**src/hdl/cau_pkg.sv**
```systemverilog
// Shared types, constants and saturation helpers for the complex arithmetic unit.
package cau_pkg;

   localparam int DATA_WIDTH = 16;
   localparam int FRAC_BITS  = 12;
   // product width, quotient bits, divider datapath width, square-root datapath width
   localparam int PW = 2 * DATA_WIDTH;
   localparam int QB = DATA_WIDTH + 1;
   localparam int XW = ((FRAC_BITS > QB) ? FRAC_BITS : QB) + PW + 1;
   localparam int SW = PW + 2;

   typedef enum logic [2:0] {
      OP_ADD = 3'd0,
      OP_SUB = 3'd1,
      OP_MUL = 3'd2,
      OP_DIV = 3'd3,
      OP_MOD = 3'd4
   } op_type;

   typedef struct packed {
      logic [2:0]                    operation;
      logic signed [DATA_WIDTH-1:0]  a_real;
      logic signed [DATA_WIDTH-1:0]  a_imag;
      logic signed [DATA_WIDTH-1:0]  b_real;
      logic signed [DATA_WIDTH-1:0]  b_imag;
   } req_type;

   typedef struct packed {
      logic signed [DATA_WIDTH-1:0]  res_real;
      logic signed [DATA_WIDTH-1:0]  res_imag;
      logic                          divide_by_zero;
      logic                          saturated;
   } rsp_type;

   // word travelling down the cell row
   typedef struct packed {
      logic [2:0]                    op;
      logic signed [DATA_WIDTH-1:0]  fast_re;
      logic signed [DATA_WIDTH-1:0]  fast_im;
      logic                          fast_sat;
      logic                          dz;
      logic                          neg_r;
      logic                          neg_i;
      logic                          ovf_r;
      logic                          ovf_i;
      logic [XW-1:0]                 rem_r;
      logic [XW-1:0]                 rem_i;
      logic [XW-1:0]                 dvs;
      logic [QB-1:0]                 quo_r;
      logic [QB-1:0]                 quo_i;
      logic [SW-1:0]                 rad;
      logic [SW-1:0]                 root;
      logic [SW-1:0]                 rbit;
   } cell_type;

   localparam logic signed [PW:0] WIDE_MAX =
      {{(PW - DATA_WIDTH + 2){1'b0}}, {(DATA_WIDTH - 1){1'b1}}};
   localparam logic signed [PW:0] WIDE_MIN =
      {{(PW - DATA_WIDTH + 2){1'b1}}, {(DATA_WIDTH - 1){1'b0}}};

   // returns {clipped, value}
   function automatic logic [DATA_WIDTH:0] clip_signed(input logic signed [PW:0] v);
      logic [DATA_WIDTH:0] r;
      if (v > WIDE_MAX) begin
         r = {1'b1, WIDE_MAX[DATA_WIDTH-1:0]};
      end else if (v < WIDE_MIN) begin
         r = {1'b1, WIDE_MIN[DATA_WIDTH-1:0]};
      end else begin
         r = {1'b0, v[DATA_WIDTH-1:0]};
      end
      return r;
   endfunction

   // sign/magnitude to saturated two's complement; big forces the clip
   function automatic logic [DATA_WIDTH:0] clip_mag(input logic neg, input logic big,
                                                    input logic [QB-1:0] mag);
      logic [QB-1:0] lim;
      logic [QB-1:0] m;
      logic [QB-1:0] m_n;
      logic          sat;
      lim = neg ? {2'b01, {(DATA_WIDTH - 1){1'b0}}} : {2'b00, {(DATA_WIDTH - 1){1'b1}}};
      sat = big || (mag > lim);
      m   = sat ? lim : mag;
      m_n = QB'(0) - m;
      return {sat, neg ? m_n[DATA_WIDTH-1:0] : m[DATA_WIDTH-1:0]};
   endfunction

endpackage

```
**src/hdl/cau_cell.sv**
```systemverilog
// One cell of the row: a restoring divide step on both parts and one square-root step.
module cau_cell (
   input  logic              clock,
   input  logic              reset,
   input  logic              in_valid,
   output logic              in_ready,
   input  cau_pkg::cell_type in_data,
   output logic              out_valid,
   input  logic              out_ready,
   output cau_pkg::cell_type out_data
);
   import cau_pkg::*;

   logic          valid_ff;
   logic          en;
   cell_type      data_ff, data_in;
   logic [SW-1:0] trial;

   assign en       = !valid_ff || out_ready;
   assign in_ready = en;

   always_comb begin
      data_in = in_data;
      trial   = in_data.root + in_data.rbit;
      if (in_data.rem_r >= in_data.dvs) begin
         data_in.rem_r = in_data.rem_r - in_data.dvs;
         data_in.quo_r = {in_data.quo_r[QB-2:0], 1'b1};
      end else begin
         data_in.quo_r = {in_data.quo_r[QB-2:0], 1'b0};
      end
      if (in_data.rem_i >= in_data.dvs) begin
         data_in.rem_i = in_data.rem_i - in_data.dvs;
         data_in.quo_i = {in_data.quo_i[QB-2:0], 1'b1};
      end else begin
         data_in.quo_i = {in_data.quo_i[QB-2:0], 1'b0};
      end
      data_in.dvs = in_data.dvs >> 1;
      if (in_data.rad >= trial) begin
         data_in.rad  = in_data.rad - trial;
         data_in.root = (in_data.root >> 1) + in_data.rbit;
      end else begin
         data_in.root = in_data.root >> 1;
      end
      data_in.rbit = in_data.rbit >> 2;
   end

   always_ff @(posedge clock) begin
      if (reset) begin
         valid_ff <= 1'b0;
      end else if (en) begin
         valid_ff <= in_valid;
      end
   end

   always_ff @(posedge clock) begin
      if (en) data_ff <= data_in;
   end

   assign out_valid = valid_ff;
   assign out_data  = data_ff;

endmodule

```
**config.mk**
```make
export PLATFORM = sky130hd
export DESIGN_NAME = cau_cell
export DESIGN_NICKNAME = d
export VERILOG_FILES = /design/src/hdl/cau_pkg.sv /design/src/hdl/cau_cell.sv
export SDC_FILE = /design/constraint.sdc
export NUM_CORES = 1
export LEC_CHECK = 0
export ABC_AREA = 1
export BUFFER_PORTS_ARGS = -buffer_cell sky130_fd_sc_hd__buf_2
export CAP_MARGIN = 15
export CORE_AREA = 5 5 255 257
export CTS_CLUSTER_DIAMETER = 120
export DETAILED_ROUTE_END_ITERATION = 7
export DIE_AREA = 0 0 260 262
export PLACE_DENSITY = 0.71
export SLEW_MARGIN = 20
export SYNTH_ARGS = -nofsm -noshare
export SYNTH_HDL_FRONTEND = slang
export SYNTH_SLANG_ARGS = --single-unit
```
**constraint.sdc**
```tcl
create_clock -name clock -period 11.5 [get_ports clock]
set_input_delay 1.15 -clock clock [delete_from_list [all_inputs] [get_ports clock]]
set_output_delay 1.15 -clock clock [all_outputs]
set_load 0.01 [all_outputs]
```
Word-level counts from Yosys, hierarchy flattened
Cells that the tools add are included.
{"block": "totals", "out_inout_bits": 329, "register_bits": 325, "input_bits": 331, "elab_cells": 35}
{"block": "op_classes", "n_reduce_logical": 2, "add_sub_neg": 5, "n_mux": 6, "magnitude_cmp": 3}
{"operator": "50-bit >= comparator", "count": 2}
{"operator": "50-bit two-way mux", "count": 2}
{"operator": "50-bit subtractor", "count": 2}
{"operator": "33-bit by 34-bit adder with 34-bit output", "count": 1}
{"operator": "34-bit adder", "count": 1}
{"operator": "34-bit >= comparator", "count": 1}
{"operator": "34-bit two-way mux", "count": 1}
{"operator": "34-bit subtractor", "count": 1}
{"operator": "33-bit two-way mux", "count": 1}
{"operator": "1-bit two-way mux", "count": 2}
{"operator": "1-bit zero test", "count": 1}
{"operator": "1-bit logical OR", "count": 1}

Depth between registers and ports, before layout
Gate-level depths: netlist of run 1.
{"block": "depth", "word_depth": 3, "ltp_mapped": 25, "depth_no_buf": 24}

Worst setup path before layout of run 1
OpenSTA, ideal clock, no wires.
{"block": "synth_path", "path_type": "input to output", "from": "in out_ready", "to": "out in_ready", "slack_ns": 2.283, "stages": 2, "arrival_time_ns": 8.067, "path_buffers": 0, "required_time_ns": 10.350, "path_cell_list": "inv_1 -> nand2_1"}
{"block": "synth_between", "elab_chain_cells": 1}
{"element": "start: declaration", "line": "cau_cell.sv:9", "rtl": "input logic out_ready,"}
{"element": "1-bit logical OR", "line": "cau_cell.sv:19", "rtl": "assign en = !valid_ff || out_ready;"}
{"element": "end: declaration", "line": "cau_cell.sv:6", "rtl": "output logic in_ready,"}
Every way passes these cells.

==> out/results.txt, run 1 <==
The cell class contributing the biggest share of worst-path delay was simple AND/OR/NAND/NOR gates. After layout, the worst path uses 55.2% of the clock period. For this run, the number of Yosys warnings is 0.

Counting every instance in the synthesized netlist gives 3,895. The slowest stage of the critical path belongs to the cell sky130_fd_sc_hd__nand2_4. In the routed design, unresolved DRC markers number 0.

After routing, the total negative slack on setup checks comes to 0 ns. The tools report the capturing element type of the critical path as a flip-flop. After synthesis the cells add up to 27,300 sq um. The run gives 11.80 ns as the required time at the endpoint of the critical path. Counting cells, the worst reg-to-reg path comes to 3.

The maximum fanout encountered on the critical timing path was 72. The logs give 0.999 for the global placer's final weighted congestion and 25,900 for the via count of the first global-routing pass. For the number of pins with negative max-slew slack in the final report, the log shows 0. The first-pass GRT wire length came out at 153,000 um. In the layout the commonest cells are 1,459 x sky130_fd_sc_hd__nand2_1, 673 x sky130_fd_sc_hd__inv_1, 654 x sky130_fd_sc_hd__buf_2. After detailed routing, the average wire length per cell comes to 19.6 um. Counting flops with an async set or reset pin after synthesis yields a share of 0%.

Counting the buffers created by CTS gives 38. For this design the static power due to leakage is 17.5 nW. The tools report the arrival time of the worst setup path as 6.65 ns. For this block, the via count after detailed routing is 27,900. The share of the synthesized area in the top cell type came out at 35.7%. In this run, the number of DRC markers left after iteration 0 of detailed routing was 2,646. The logs give 62,500 sq um for the area of the core and 0 for the quantity of gates resized following cts. After layout, the minimum clock period comes to 6.35 ns. For the H-tree level count, the log shows 2. The delay of the slowest cell on the worst path came out at 0.56 ns. Setup repair after global routing left no endpoint under its margin. After clock tree synthesis, the flow added hold-fix buffers numbering 0. Entering global routing, the biggest net connects 73 pins.

The run gives 660 as the I/O pin count. At the end of the flow, the number of nets in the layout was 5,093. After filler insertion, the fill cell instance count of the layout stands at 6,324. The logs give 0 for the final count of hold timing violations and 9750 sq um for the combined flip-flop and latch cell area. The tools report the total congestion overflow as 0. The finished layout holds 5,436 standard cells, fillers aside. The largest total area in the synthesized netlist belongs to sky130_fd_sc_hd__edfxtp_1.

Global routing used 29.4% of the available tracks across all layers. After synthesis, flip-flops and latches occupy 35.8% of the total area. The run gives 0 as the remaining antenna violation count. Number of enable flip-flop cells after synthesis: 324. The register bit total from synthesis came out at 325.

Total power for the finished layout comes to 4.44 mW. Setup violations remaining at the end of the flow were counted as 0. The tools report the area occupied by multi-input gates as 14,700 sq um. At the pin with the least slew margin, the transition time is 1.00 ns. The full die area came out at 68,100 sq um. The clock passes through at most 3 buffers. The category of the most critical setup path was in2reg.

The path type of the worst min-delay path is in2reg. Launching element type of the critical path: an input pin. After synthesis, the netlist uses 49 different library cells. The tools report the total wire length after detailed routing as 106,000 um. The initial core utilization was 43.6%. TritonCTS built the clock tree. By instance count, the cell type seen most on the critical path is sky130_fd_sc_hd__nand2_1. Mean cell area of the mapped netlist: 7.00 sq um.

In this run the tightest slew margin relative to its limit is 32.5%. The initialized floorplan defines 92 standard-cell rows. In this run the power density over the cells is 136 nW/um^2. In this run the clock root is driven by a sky130_fd_sc_hd__clkbuf_16. Before antenna repair, the detailed router went through 7 iterations. Derived from the worst setup path, the maximum achievable clock frequency is 0.157 GHz. The number of antenna violations at the first check in global routing is 14, and the synthesis-to-layout area growth is 19.6%. By area the synthesized netlist is led by sky130_fd_sc_hd__edfxtp_1 36%, sky130_fd_sc_hd__nand2_1 20%, sky130_fd_sc_hd__inv_1 9.3%. Traced cell by cell, the critical path runs through buf_2 > ha_1 > inv_1 > fa_1 > o21ai_0 > a21oi_1 > o21ai_0 > a21oi_1 > xor2_1 > ha_1 > nand2_1 > nor2_1 > nand2_1 > nor2_1 > nand4_1 > nand3_1 > nor2_1 > nand2_4 > inv_2 > buf_4 > nand2_1 > nand2_1.

The number of max-cap violations came out at 0. The die width is 260 um. From bottom edge to top edge, the die measures 262 um.

For the final database, setup skew stands at 0.0187 ns. Clock latency of the later-clocked register in the worst-skew pair: 0.59 ns. In the routed layout, each cell is associated on average with a via count of 5.14. The most instantiated flip-flop cell in the synthesis netlist was sky130_fd_sc_hd__edfxtp_1. The final cell utilization of the core is 52.2%, and the count of input and output buffers is 654.

Clock-pin slew reported for the worst setup and hold paths after clock tree synthesis: 0.06 ns. The placed cell count was 5,363. The number of buffers and inverters on the critical path is 4. VDD sags by at most 124 uV.

The tools report the half-perimeter wire length after placement as 89,900 um. The most common cell after layout, fill and taps aside was sky130_fd_sc_hd__nand2_1. The number of cells on the worst hold path works out to 2.

The tools report the number of clock sinks as 325. The post-CTS setup buffer count was 0; the proportion of layout cells with a drive suffix above 1 was 17.3%. The flow ran to the end, and the final reports show no timing, DRC or antenna violations.

In this run the number of cells on the critical path is 22.
[synth_stat cells (10+ instances only)]
library cell                  n
sky130_fd_sc_hd__a21o_1      10
sky130_fd_sc_hd__a21oi_1    184
sky130_fd_sc_hd__buf_2       22
sky130_fd_sc_hd__clkbuf_1    10
sky130_fd_sc_hd__edfxtp_1   324
sky130_fd_sc_hd__ha_1       200
sky130_fd_sc_hd__inv_1      673
sky130_fd_sc_hd__inv_2       14
sky130_fd_sc_hd__nand2_1   1460
sky130_fd_sc_hd__nand3_1    159
sky130_fd_sc_hd__nand3_2     26
sky130_fd_sc_hd__nand3b_1    48
sky130_fd_sc_hd__nand4_1     74
sky130_fd_sc_hd__nor2_1     287
sky130_fd_sc_hd__nor2_2      15
sky130_fd_sc_hd__nor3_1      38
sky130_fd_sc_hd__nor4_1      12
sky130_fd_sc_hd__o21ai_0     96
sky130_fd_sc_hd__o21ai_1     27
sky130_fd_sc_hd__o21bai_1    33
sky130_fd_sc_hd__xnor2_1     20
sky130_fd_sc_hd__xor2_1      98
[path summary, 6_finish.rpt]
path / start / to / slack (ns)
worst min-delay path: reset / out_valid$_SDFFE_PP0P_ / 0.73
worst min register to register: out_valid$_SDFFE_PP0P_ / out_data[266]$_DFFE_PP_ / 0.90
worst max register to register: out_valid$_SDFFE_PP0P_ / out_data[4]$_DFFE_PP_ / 8.74
worst max-delay path: in_data[0] / out_data[59]$_DFFE_PP_ / 5.15
[layout make-up]
class,instances,area share (%)
multi-input cells,2840,45.0
clock buffers,45,3.00
flip-flops and latches,325,29.9
clock inverters,22,0.622
inverters,688,7.92
well taps,846,3.25
repair buffers,664,10.3
diodes,6,0.0460
[flip-flops by register name, indices dropped and copies added (netlist names)]
name	flops
out_valid	1
out_data	324
[layer usage]
metal	global-route usage (%)	wire length [um]	vias up
met5	0	24	-
met4	8.94	3720	4
met1	37.4	42900	12700
li1	-	-	13800
met2	51.3	50400	1216
met3	5.46	9310	187
[through the flow]
step	setup slack (ns)	hold slack, ns	area [sq um]
after CTS	5.27	0.703	32600
after global placement	4.66	0.870	31400
after global routing	4.71	0.719	32600
final	5.15	0.726	32600
after detailed placement	4.68	0.891	31400
after floorplan	2.28	1.22	27300
[kinds of logic after synthesis]
logic type | Yosys count | share of synthesized area (%)
compound gates | 372 | 7.46
xor+xnor | 118 | 3.79
fa+ha+maj | 205 | 9.55
buf+inv | 732 | 10.5
flops | 325 | 35.8
other cells | 1 | 0.0138
simple gates | 2142 | 32.9
[power by group]
group / internal [mW] / total [mW] / switching [mW]
clock: 0.640 / 1.17 / 0.526
combinational: 0.557 / 1.69 / 1.13
sequential: 1.53 / 1.58 / 0.0462
No activity file was read; power rests on OpenSTA's default activity.
==> run 2: changes to the inputs <==
Clock period 11.5 ns to 5.95 ns, I/O delays scaled along.
==> out/results.txt, run 2 (synthesized netlist as in run 1, its figures left out) <==
Post-CTS repair changed the size of 0 cells. The remaining antenna violation count was 0. Path type of the worst min-delay path: in2reg. CTS built an H-tree with a depth of 2.

The synthesis-to-layout area growth was 20.3%; the cell depth of the worst flop-to-flop path was 2. The total power density per cell area was 267 nW/um^2; the flip-flop count of the largest register after layout was 324. In the final design database the tool counted 5,101 nets. The first routing iteration left 2,505 violations. The final critical delay including setup and external delays was 4.44 ns. The region available for standard cell placement spans 62,500 sq um. For the hold buffer count at cts, the log shows 0. No sink is reached through more buffers than the 3 on the longest clock path.

TritonCTS built the clock tree. The logs give 1.51 ns for the worst path setup slack after routing and 0.913 ns for the pre-CTS setup slack. In this run the core area contains 92 standard-cell rows. In this run the critical register-to-register path is launched from out_valid$_SDFFE_PP0P_. The most used cell along the critical path was sky130_fd_sc_hd__nand2_1. At the end of the flow the core is filled with cells to 52.5%. The vertical extent of the die works out to 262 um.

For the worst max-slew margin expressed relative to the limit, the log shows 37.3%. The hold slack was 0.156 ns. The clock arrives with 0.0321 ns of skew.

The maximum resistive drop on vdd was 255 uV. The startpoint of the worst setup timing path is in_data[0]. Adding up every negative setup slack in the final design gives 0 ns.

In this run, CTS created clock tree buffers numbering 39. In this run the cell area measured after placement is 31,500 sq um. The number of standard cells in the final layout excluding fillers is 5,446. Across all layers, the routed design uses 27,900 vias. The worst setup path is launched from an input pin.

The placed cell count was 5,370. Global routing finished with a remaining overflow of 0. The run finished with clean final reports. Count of input and output buffers: 654. The worst register-to-register path ends at out_data[69]$_DFFE_PP_. For the number of antenna violations at the first check in global routing, the log shows 9. In the global route stage, overall resource usage came out at 30.0%.

The number of pins with negative max-slew slack in the final report is 0, and the required time at the endpoint of the critical path is 6.28 ns. 660 I/O pins were placed. Detail-routed net length per standard cell: 19.8 um.

For this configuration, the core starts out at a cell density of 43.6%. Total wire length after detailed routing: 108,000 um. In the layout the commonest cells are 1,459 x sky130_fd_sc_hd__nand2_1, 673 x sky130_fd_sc_hd__inv_1, 654 x sky130_fd_sc_hd__buf_2. The signal on the critical path passes through buf_2 > ha_1 > inv_1 > fa_1 > o21ai_0 > a21oi_1 > o21ai_0 > nand2_1 > nand2_1 > nand2_1 > nand3_1 > nand2_1 > ha_1 > nand2_1 > nor2_1 > nand2_1 > nor2_1 > nand4_1 > nand3_1 > nor2_1 > nand2_2 > buf_4 > o21ai_0. Fraction of the cycle the final worst path needs: 74.6%.

The number of setup buffers added after CTS is 0. STA puts the critical path data arrival time at 4.76 ns. Measured along the x axis, the die boundary spans 260 um. The most common cell after layout, fill and taps aside is sky130_fd_sc_hd__nand2_1. At the end of routability-driven placement, the weighted congestion stood at 0.994. Derived from the worst setup path, the maximum achievable clock frequency is 0.225 GHz. The tools report the final count of hold timing violations as 0. Following the worst setup path forward leads to its endpoint at out_data[35]$_DFFE_PP_. The post-route netlist has 17.6% of its cells at a drive strength greater than 1. Entering global routing, the biggest net connects 150 pins. After detailed routing, the number of remaining DRC violations is 0. The tree is rooted in a sky130_fd_sc_hd__clkbuf_16. On the critical path, the stage with the largest delay is an instance of sky130_fd_sc_hd__o21ai_0.

Of all nets on the critical path, the largest fanout is 41. The tool flagged a number of max-cap violations equal to 0. The final design area excluding fillers was 32,800 sq um. Setup violations remaining at the end of the flow were counted as 0.

After detailed routing, the number of vias per cell comes to 5.13. Cell class contributing the biggest share of worst-path delay: simple AND/OR/NAND/NOR gates. The power consumption came out at 8.74 mW.

Setup slack on the worst reg-to-reg path comes out at 3.71 ns. The capturing element type of the critical path was a flip-flop. Number of buffer and inverter stages on the critical path: 3. The static leakage came out at 17.6 nW. Setup repair after global routing left no endpoint under its margin.

On the worst path, the slowest cell contributes a delay of 0.41 ns. Detailed placement ended at an HPWL of 91,400 um. Clock-pin slew was measured on the worst setup and hold paths at 0.06 ns. The cell count along the critical path was 23; the number of clock sinks was 325. The clock latency of the later-clocked register in the worst-skew pair was 0.58 ns; the via count of the first global-routing pass was 26,300.

For the pin with the worst max-slew slack, the measured transition is 0.932 ns. By startpoint and endpoint, the worst setup path is classified as in2reg. The first-pass GRT wire length was 156,000 um.

The floorplan step defined a die boundary enclosing 68,100 sq um. For the number of iterations in the first detailed-routing pass, the log shows 5.
==> run 2: worst min-delay path by stage <==
stage / cells past startpoint / start / end / slack [ns]
global placement: 2 / reset / out_valid$_SDFFE_PP0P_ / 0.75
CTS: 2 / reset / out_valid$_SDFFE_PP0P_ / 0.13
global route: 2 / reset / out_valid$_SDFFE_PP0P_ / 0.14
detailed placement: 2 / reset / out_valid$_SDFFE_PP0P_ / 0.75
floorplan: 1 / reset / out_valid$_SDFFE_PP0P_ / 0.66
finish: 2 / reset / out_valid$_SDFFE_PP0P_ / 0.16
==> run 2: routing by layer <==
metal,track usage (%),share of wire (%)
met5,0,0.026
met4,11.1,4.0
met3,6.03,8.6
met2,51.3,47
met1,37.8,40
==> run 2: cell type report <==
| type | instances | area (sq um) |
|---|---|---|
| Antenna cell | 4 | 10.0 |
| Clock buffer | 46 | 1010 |
| Clock inverter | 26 | 259 |
| Fill cell | 6311 | 29700 |
| Inverter | 688 | 2580 |
| Multi-Input combinational cell | 2840 | 14700 |
| Sequential cell | 325 | 9750 |
| Tap cell | 846 | 1060 |
| Timing Repair Buffer | 671 | 3440 |
==> run 2: power by group <==
| part | switching [mW] | internal (mW) | leakage (nW) |
|---|---|---|---|
| registers | 0.0960 | 2.96 | 3.40 |
| logic | 2.21 | 1.09 | 13.6 |
| clock network | 1.04 | 1.34 | 0.612 |
